`src/rtl/pzfe_pkg.sv`:
```
// ----------------------------------------------------------------------------
// pzfe_pkg
// Types and constants shared by the PTZ camera frame encoder modules.
// ----------------------------------------------------------------------------
package pzfe_pkg;

  // Configuration register indexes
  localparam logic REG_PROTOCOL_SELECT = 1'b0;
  localparam logic REG_PORT_OPEN       = 1'b1;

  // Framing select codes
  localparam logic PROTO_PELCO_D = 1'b0;
  localparam logic PROTO_PELCO_P = 1'b1;

  // Frame marker bytes
  localparam logic [7:0] SYNC_D  = 8'hFF;
  localparam logic [7:0] START_P = 8'hA0;
  localparam logic [7:0] END_P   = 8'hAF;

  // Command byte test masks
  localparam logic [7:0] SPEED_C2_MASK = 8'h06;
  localparam logic [7:0] SPEED_C3_MASK = 8'h19;
  localparam logic [7:0] CAM_MASK      = 8'h88;
  localparam logic [7:0] CAM_OFF_BITS  = 8'h08;
  localparam logic [7:0] SCAN_MASK     = 8'h90;
  localparam logic [7:0] SCAN_OFF_BITS = 8'h10;
  localparam logic [7:0] LOW7_MASK     = 8'h7F;

  // Translated Pelco-P command bytes
  localparam logic [7:0] P_CAM_ON   = 8'h50;
  localparam logic [7:0] P_CAM_OFF  = 8'h40;
  localparam logic [7:0] P_SCAN_ON  = 8'h20;
  localparam logic [7:0] P_SCAN_OFF = 8'h00;

  // Index of the final byte for each kind of result
  localparam logic [2:0] LAST_IDX_ERR = 3'd0;
  localparam logic [2:0] LAST_IDX_D   = 3'd6;
  localparam logic [2:0] LAST_IDX_P   = 3'd7;

  // One fully built frame, byte 0 first on the wire
  typedef struct packed {
    logic [7:0][7:0] bytes;
    logic [2:0]      last_idx;
    logic            err;
  } pzfe_frame_t;

  // Queue head as seen by the serializer
  typedef struct packed {
    logic        valid;
    pzfe_frame_t frame;
  } pzfe_head_t;

endpackage

```
`src/rtl/pzfe_front.sv`:
```
// ----------------------------------------------------------------------------
// pzfe_front
// Classifies one command and builds its complete Pelco-D or Pelco-P frame,
// or an error result when the link is closed.
// ----------------------------------------------------------------------------
module pzfe_front (
  input  logic                 protocol_select,
  input  logic                 port_open,
  input  logic [7:0]           camera_address,
  input  logic [31:0]          command_word,
  input  logic [7:0]           speed_param,
  output pzfe_pkg::pzfe_frame_t frame
);

  logic [7:0] c0, c1, c2, c3;
  logic [7:0] d2, d3;
  logic [7:0] p0, p1;
  logic [7:0] sum_d;
  logic [7:0] xor_p;

  // Split the command word and apply speed to the data bytes
  always_comb begin
    c0 = command_word[31:24];
    c1 = command_word[23:16];
    c2 = command_word[15:8];
    c3 = command_word[7:0];
    d2 = ((c1 & pzfe_pkg::SPEED_C2_MASK) != 8'h00) ? c2 + speed_param : c2;
    d3 = ((c1 & pzfe_pkg::SPEED_C3_MASK) != 8'h00) ? c3 + speed_param : c3;
  end

  // Translate command bytes for Pelco-P, first match wins
  always_comb begin
    p0 = c0;
    p1 = c1;
    if ((c0 & pzfe_pkg::CAM_MASK) == pzfe_pkg::CAM_MASK) begin
      p0 = pzfe_pkg::P_CAM_ON;
    end else if ((c0 & pzfe_pkg::CAM_MASK) == pzfe_pkg::CAM_OFF_BITS) begin
      p0 = pzfe_pkg::P_CAM_OFF;
    end else if ((c0 & pzfe_pkg::SCAN_MASK) == pzfe_pkg::SCAN_MASK) begin
      p0 = pzfe_pkg::P_SCAN_ON;
    end else if ((c0 & pzfe_pkg::SCAN_MASK) == pzfe_pkg::SCAN_OFF_BITS) begin
      p0 = pzfe_pkg::P_SCAN_OFF;
    end else if (!c1[0]) begin
      // Direction bits shift up by one
      p0 = {1'b0, command_word[29:23]};
      p1 = c1 & pzfe_pkg::LOW7_MASK;
    end
  end

  // Checksums
  always_comb begin
    sum_d = camera_address + c0 + c1 + d2 + d3;
    xor_p = pzfe_pkg::START_P ^ camera_address ^ p0 ^ p1 ^ d2 ^ d3 ^ pzfe_pkg::END_P;
  end

  // Assemble the frame
  always_comb begin
    frame.bytes = '0;
    frame.err   = 1'b0;
    if (!port_open) begin
      frame.err      = 1'b1;
      frame.last_idx = pzfe_pkg::LAST_IDX_ERR;
    end else if (protocol_select == pzfe_pkg::PROTO_PELCO_D) begin
      frame.bytes[0] = pzfe_pkg::SYNC_D;
      frame.bytes[1] = camera_address;
      frame.bytes[2] = c0;
      frame.bytes[3] = c1;
      frame.bytes[4] = d2;
      frame.bytes[5] = d3;
      frame.bytes[6] = sum_d;
      frame.last_idx = pzfe_pkg::LAST_IDX_D;
    end else begin
      frame.bytes[0] = pzfe_pkg::START_P;
      frame.bytes[1] = camera_address;
      frame.bytes[2] = p0;
      frame.bytes[3] = p1;
      frame.bytes[4] = d2;
      frame.bytes[5] = d3;
      frame.bytes[6] = pzfe_pkg::END_P;
      frame.bytes[7] = xor_p;
      frame.last_idx = pzfe_pkg::LAST_IDX_P;
    end
  end

endmodule

```
`src/rtl/pzfe_queue.sv`:
```
// ----------------------------------------------------------------------------
// pzfe_queue
// Short register FIFO of built frames between the front and the serializer.
// ----------------------------------------------------------------------------
module pzfe_queue #(
  parameter int DEPTH = 2
) (
  input  logic                  clk,
  input  logic                  rst,
  input  logic                  push,
  input  pzfe_pkg::pzfe_frame_t push_frame,
  output logic                  full,
  input  logic                  pop,
  output pzfe_pkg::pzfe_head_t  head
);

  localparam int PTR_W = $clog2(DEPTH);
  localparam int CNT_W = $clog2(DEPTH + 1);
  localparam logic [PTR_W-1:0] PTR_LAST = PTR_W'(DEPTH - 1);
  localparam logic [CNT_W-1:0] CNT_FULL = CNT_W'(DEPTH);

  pzfe_pkg::pzfe_frame_t slots [DEPTH];
  logic [PTR_W-1:0] wr_ptr;
  logic [PTR_W-1:0] rd_ptr;
  logic [CNT_W-1:0] count;
  logic [CNT_W-1:0] count_next;

  assign full       = (count == CNT_FULL);
  assign head.valid = (count != '0);
  assign head.frame = slots[rd_ptr];

  // Track occupancy
  always_comb begin
    count_next = count;
    if (push && !pop) begin
      count_next = count + 1'b1;
    end else if (pop && !push) begin
      count_next = count - 1'b1;
    end
  end

  // Advance pointers
  always_ff @(posedge clk) begin
    if (rst) begin
      wr_ptr <= '0;
      rd_ptr <= '0;
      count  <= '0;
    end else begin
      count <= count_next;
      if (push) begin
        wr_ptr <= (wr_ptr == PTR_LAST) ? '0 : wr_ptr + 1'b1;
      end
      if (pop) begin
        rd_ptr <= (rd_ptr == PTR_LAST) ? '0 : rd_ptr + 1'b1;
      end
    end
  end

  // Store frames
  always_ff @(posedge clk) begin
    if (push) begin
      slots[wr_ptr] <= push_frame;
    end
  end

endmodule

```
`src/rtl/pzfe_back.sv`:
```
// ----------------------------------------------------------------------------
// pzfe_back
// Serializes the frame at the queue head, one byte per cycle unless
// out_ready stalls, into an output register.
// ----------------------------------------------------------------------------
module pzfe_back (
  input  logic                 clk,
  input  logic                 rst,
  input  pzfe_pkg::pzfe_head_t head,
  output logic                 pop,
  output logic                 out_valid,
  input  logic                 out_ready,
  output logic [7:0]           frame_byte,
  output logic                 last_of_frame,
  output logic                 link_error
);

  logic [2:0] idx;
  logic       slot_free;
  logic       emit;
  logic       at_last;

  assign slot_free = !out_valid || out_ready;
  assign emit      = slot_free && head.valid;
  assign at_last   = (idx == head.frame.last_idx);
  assign pop       = emit && at_last;

  // Step through the bytes of the head frame
  always_ff @(posedge clk) begin
    if (rst) begin
      idx       <= '0;
      out_valid <= 1'b0;
    end else begin
      if (emit) begin
        idx <= at_last ? 3'd0 : idx + 3'd1;
      end
      if (slot_free) begin
        out_valid <= head.valid;
      end
    end
  end

  // Load the output register
  always_ff @(posedge clk) begin
    if (emit) begin
      frame_byte    <= head.frame.bytes[idx];
      last_of_frame <= at_last;
      link_error    <= head.frame.err;
    end
  end

endmodule

```
`src/rtl/ptz_camera_frame_encoder_core.sv`:
```
// ----------------------------------------------------------------------------
// ptz_camera_frame_encoder_core
// Encodes PTZ camera commands into Pelco-D or Pelco-P frames, emitted one
// byte per request on the output channel.
// ----------------------------------------------------------------------------
//  channel | handshake              | payload
//  --------+------------------------+------------------------------------------
//  input   | in_valid / in_ready    | camera_address, command_word, speed_param
//  output  | out_valid / out_ready  | frame_byte, last_of_frame, link_error
//  config  | cfg_we                 | cfg_index, cfg_data
//
// Each command yields 7 bytes (Pelco-D), 8 bytes (Pelco-P) or one error
// result; the serializer emits one byte per cycle unless out_ready stalls.
// The front builds a whole frame in the accept cycle and a QUEUE_DEPTH-entry
// frame queue lets it run ahead of the serializer. Reset clears both
// registers, the queue and the output valid. A stall on out_ready holds the
// output byte; in_ready drops once the queue is full.
module ptz_camera_frame_encoder_core #(
  parameter int QUEUE_DEPTH = 2
) (
  input  logic        clk,
  input  logic        rst,
  input  logic        cfg_we,
  input  logic        cfg_index,
  input  logic        cfg_data,
  input  logic        in_valid,
  output logic        in_ready,
  input  logic [7:0]  camera_address,
  input  logic [31:0] command_word,
  input  logic [7:0]  speed_param,
  output logic        out_valid,
  input  logic        out_ready,
  output logic [7:0]  frame_byte,
  output logic        last_of_frame,
  output logic        link_error
);

  logic                  protocol_select;
  logic                  port_open;
  logic                  q_full;
  logic                  q_pop;
  logic                  in_accept;
  pzfe_pkg::pzfe_frame_t built_frame;
  pzfe_pkg::pzfe_head_t  q_head;

  assign in_ready  = !q_full;
  assign in_accept = in_valid && in_ready;

  // Configuration registers
  always_ff @(posedge clk) begin
    if (rst) begin
      protocol_select <= 1'b0;
      port_open       <= 1'b0;
    end else if (cfg_we) begin
      case (cfg_index)
        pzfe_pkg::REG_PROTOCOL_SELECT: protocol_select <= cfg_data;
        pzfe_pkg::REG_PORT_OPEN:       port_open       <= cfg_data;
        default: ;
      endcase
    end
  end

  pzfe_front u_front (
    .protocol_select (protocol_select),
    .port_open       (port_open),
    .camera_address  (camera_address),
    .command_word    (command_word),
    .speed_param     (speed_param),
    .frame           (built_frame)
  );

  pzfe_queue #(
    .DEPTH (QUEUE_DEPTH)
  ) u_queue (
    .clk        (clk),
    .rst        (rst),
    .push       (in_accept),
    .push_frame (built_frame),
    .full       (q_full),
    .pop        (q_pop),
    .head       (q_head)
  );

  pzfe_back u_back (
    .clk           (clk),
    .rst           (rst),
    .head          (q_head),
    .pop           (q_pop),
    .out_valid     (out_valid),
    .out_ready     (out_ready),
    .frame_byte    (frame_byte),
    .last_of_frame (last_of_frame),
    .link_error    (link_error)
  );

endmodule
```
`config.mk`:
```
export PLATFORM = sky130hd
export DESIGN_NAME = ptz_camera_frame_encoder_core
export DESIGN_NICKNAME = d
export VERILOG_FILES = /design/src/rtl/pzfe_pkg.sv /design/src/rtl/pzfe_front.sv /design/src/rtl/pzfe_queue.sv /design/src/rtl/pzfe_back.sv /design/src/rtl/ptz_camera_frame_encoder_core.sv
export SDC_FILE = /design/constraint.sdc
export NUM_CORES = 1
export LEC_CHECK = 0
export ABC_AREA = 1
export BUFFER_PORTS_ARGS = -buffer_cell sky130_fd_sc_hd__buf_4
export CAP_MARGIN = 10
export CORE_UTILIZATION = 50
export CTS_CLUSTER_DIAMETER = 150
export CTS_CLUSTER_SIZE = 28
export DETAILED_ROUTE_END_ITERATION = 7
export GPL_TIMING_DRIVEN = 0
export HOLD_SLACK_MARGIN = 0.03
export PLACE_DENSITY = 0.69
export SYNTH_ARGS = -nofsm -noshare
export SYNTH_HDL_FRONTEND = slang
export SYNTH_SLANG_ARGS = --single-unit
```
`constraint.sdc`:
```
create_clock -name clk -period 5.5 [get_ports clk]
set_input_delay 0.275 -clock clk [delete_from_list [all_inputs] [get_ports clk]]
set_output_delay 0.275 -clock clk [all_outputs]
set_load 0.03 [all_outputs]
```
== Word level (Yosys, flattened, before mapping) ==
Memory sizes are Yosys's and may differ from the RTL's. A register that Yosys moved wholly into a read port is not among the register bits.
Cells that the tools add are included.
Word-level totals
  register bits after elaboration: 20
  memory bits (writable): 136
  bits of input ports: 55
  output and inout port bits: 12
  word-level logic and storage cells: 80
  memories kept: 1
Cells by class
  add/subtract/negate cells: 11
  order comparisons: 1
  equal/unequal tests: 6
  muxes and demuxes: 28
  bitwise gates (word level): 7
  reductions and logical operators: 16
Memories
  u_queue.slots: depth 2, width 68, rd ports 1, clocked after memory_dff 1, write ports 1, line pzfe_queue.sv:22  | pzfe_pkg::pzfe_frame_t slots [DEPTH];
Operator list (count)
  8-bit two-way mux: 14
  64-bit two-way mux: 1
  59-bit two-way mux: 1
  8-bit adder: 6
  8-bit XOR: 4
  8-bit binary-select mux with 3-bit select: 1
  8-bit nonzero test: 2
  1-bit two-way mux: 7
  2-bit == test (second input constant): 3
  3-bit two-way mux: 2
  6-bit inverter: 1
  1-bit logical AND: 5
  2-bit by 1-bit == test with 1-bit output (second input constant): 2
  1-bit logical NOT: 4
  3-bit by 4-bit < comparator with 1-bit output (second input constant): 1
  2-bit two-way mux: 2
  2-bit AND reduction: 2
  2-bit nonzero test: 2
  3-bit by 1-bit adder with 3-bit output (second input constant): 1
  3-bit == test: 1
  1-bit adder (second input constant): 2
  2-bit by 1-bit adder with 2-bit output (second input constant): 1
  2-bit inverter: 1
  2-bit by 1-bit subtractor with 2-bit output (second input constant): 1
  other kinds (2): 2

== Depth between registers and ports, before layout ==
  word-level depth: 12
  depth in mapped cells: 26
  mapped depth without buffers: 26

== Cells and area by module ==
Synthesis repeated with hierarchy kept, for this count alone.
Second synthesis, totals
  cells, all modules: 904
  area, all modules: 9236.4 µm²
Modules (own cells, without submodules)
  pzfe_queue: instances 1, cells an instance 245, area an instance 5223.8 µm²
  pzfe_front: instances 1, cells an instance 459, area an instance 2748.9 µm²
  pzfe_back: instances 1, cells an instance 184, area an instance 1166.1 µm²
  ptz_camera_frame_encoder_core: instances 1, cells an instance 16, area an instance 97.6 µm²

== Worst setup path after synthesis ==
Ideal clock, no wire load.
  path kind: in2reg
  start: input port command_word[0]
  end: memory u_queue.slots[0][59] (netlist name), data pin
  library setup time: 0.268 ns
  arrival: 3.688 ns
  data required time: 5.232 ns
  path slack: 1.544 ns
  stages on the path: 26
  path buffers: 0
  cells stage by stage: ha_1 inv_1 fa_1 inv_1 nand3_1 nand2_1 xnor2_1 or2_2 o21ai_0 inv_1 fa_1 fa_1 inv_1 ha_1 nand2_1 nand2_1 nand2_1 nand3_1 inv_1 nand2_1 nand2_1 nand2_1 nand2_1 nand2_1 nand3_1 nand2_1
RTL lines
  from (decl): line ptz_camera_frame_encoder_core.sv:29  | input logic [31:0] command_word,
  to (decl): line pzfe_queue.sv:22

==> impl_metrics.yaml <==
route:
  first_pass_iters: 6
  wl_um: 19800
  drcViolationCount: 0
  drt_iter0_drc: 718
  vias: 6176
  avgRoutedWirePerCell_um: 17.1
  ant_nets: 0
  vias_per_cell: 5.34
floorplanning:
  core_area_um2: 15400
  dieArea_um2: 16400
  rows: 45
  ios: 67
  start_util_pct: 51.8
  die-width_um: 128
  fp.dieH_um: 128
timing:
  period_minus_slack_ns: 4.18
  hold-worst-slack_ns: 0.0359
  hold_viol_final: 0
  maxClockFrequency_ghz: 0.239
  fin_crit_sh_pct: 76.1
  fin_ws_ns: 1.32
  drv_slew: 0
  setup_viol: 0
  fin_tns_setup_ns: 0
  rsz0062_at_grt: "no"
  tightest_slew_ns: 0.918
  slew_headroom_pct: 38.6
  finClkSkew_ns: 0.00846
synth:
  synth_ff_type: "edfxtp_1"
  synth_fp_nets: 944
  synth_cell_types: 40
  post_synth.cell_area_avg_um2: 9.44
  yosysSeqAreaShare_pct: 51.8
  ys_ff_latch: 141
  syn_area_um2: 7960
  yosysWarnings: 0
  async_flop_share_pct: 0
  synth_edf_count: 130
  synthCells: 843
placement:
  io_buffers: 66
  gp_congestion: 0.926
  dp_hpwl_um: 15000
  dp_slack_ns: 0.912
global_route:
  antenna_found_initial: 0
  grt_pass1_wl_um: 30900
  gr-usage-all-layers_pct: 25.8
  grt_pass1_vias: 5842
  grt_overflow_total: 0
  grt_max_degree: 33
outcome:
  status: "completed"
clock_tree:
  htree_levels: 4
  clk_path_buf_depth: 2
  cts-resized-gates: 0
  cts_made_buffers: 17
  cts_sinks: 141
  clock_latency_ns: 0.43
  clk_pin_slew_ns: 0.06
  cts_tree: "done"
  cts_hold_buf: 0
  postCtsSetupBuffers: 0
  cts.root.buffer_cell: "clkbuf_16"
power:
  p_per_area_nw_per_um2: 451
  vdd_drop_max_v: 0.000254
  p_total_mw: 4.24
  p_leak_nw: 4.07
setup_path:
  worstSetupPathType: "input port to flip-flop"
  crit_fanout: 6
  critPathRequiredTime_ns: 5.65
  cp_slowest_cell: "fa_1"
  crit_top_cell: "nand2_1"
  crit_path_end_kind: "flip-flop"
  max_stage_delay_ns: 0.54
  start_kind: "input port"
  cp.arrival_ns: 4.33
final_layout:
  final_cell_mix: "nand2_1, edfxtp_1, inv_1"
  fin_nets: 1033
  finalCoreUtilization_pct: 61.1
  final_layout_size_suffix_gt1_share_pct: 13.9
  area_growth_syn_to_layout_pct: 18.1
  antenna_cells: 0
  mostFrequentLayoutCell: "nand2_1"
hold_path:
  holdCritPathClass: "input port to flip-flop"
run:
  cap_violations: 0
## synthesized netlist by cell type, drive strengths merged, types with 10 or more instances
library cell,instances,share of area (%)
nand2,166,7.9
nand4,14,1.1
fa,22,5.5
xor2,24,2.6
or2,11,0.86
inv,115,5.4
clkbuf,15,0.71
nor2,105,5.2
a21oi,23,1.5
buf,11,0.75
o22ai,32,2.5
edfxtp,130,49
dfxtp,11,2.8
ha,24,3.8
nand3,29,2.0
o21ai,82,5.3
xnor2,10,1.1
## worst max-delay path: cells and delay by family
family | cells | cell delay [ns]
AOI/OAI and AO/OA | 1 | 0.19
buffers and inverters | 6 | 0.55
xor gates and xnor gates | 1 | 0.05
adders and majority gates | 5 | 1.96
and+or+nand+nor | 14 | 1.28
## metal layers
metal / GRT usage (%) / routed length (µm) / share of wire, % / vias up
li1: - / - / - / 3006
met1: 36.0 / 8620 / 44 / 2863
met2: 40.4 / 8980 / 45 / 279
met3: 5.59 / 1740 / 8.8 / 28
met4: 8.37 / 414 / 2.1 / 0
met5: 0 / 0 / 0 / -
## through the flow
stage               cell area (µm²)  std cells
floorplan                      7960        843
global placement               8710       1120
detailed placement             8800       1123
CTS                            9390       1155
global route                   9390       1156
finish                         9390       1156
## registers in the layout, summed over array words and instances (netlist names), named ones only
register / cells
protocol_select: 1
u_back.idx: 3
u_back.frame_byte: 8
port_open: 1
u_back.last_of_frame: 1
u_queue.wr_ptr: 1
u_queue.rd_ptr: 1
u_back.out_valid: 1
u_back.link_error: 1
u_queue.count: 2
u_queue.slots: 120
## report_power, final
| group | leakage, nW | switching (mW) | internal, mW |
|---|---|---|---|
| sequential | 1.34 | 0.0531 | 1.43 |
| clock | 0.276 | 0.455 | 0.673 |
| combinational | 2.46 | 1.09 | 0.538 |
## worst paths after layout
path,start,endpoint,slack [ns],depth (start not counted)
hold / removal,rst,u_queue.count[0],0.04,2
setup reg to reg,flip-flop,u_back.frame_byte[1],3.30,7
setup / recovery,speed_param[0],u_queue.slots[1][59],1.32,27
hold reg to reg,u_queue.count[1],u_queue.count[1],0.49,2
## cells by family (layout without fill, tap and decap cells)
group	after synthesis	after routing	synth area share [%]
DFF	141	141	51.8
xor gates and xnor gates	34	34	3.74
adders and majority gates	46	46	9.31
and+or+nand+nor	330	330	17.5
buffers and inverters	141	243	6.89
muxes	2	2	0.252
AOI/OAI and AO/OA	149	149	10.4
## cell type report
type / count / area, µm²
fill: 1300 / 5980
sequential: 141 / 4120
multi-input combinational: 561 / 3300
timing repair buffer: 70 / 571
inverter: 115 / 432
clock buffer: 17 / 425
tap: 211 / 264
clock inverter: 15 / 163
buffer: 26 / 116
(Power assumes the default switching activity.)
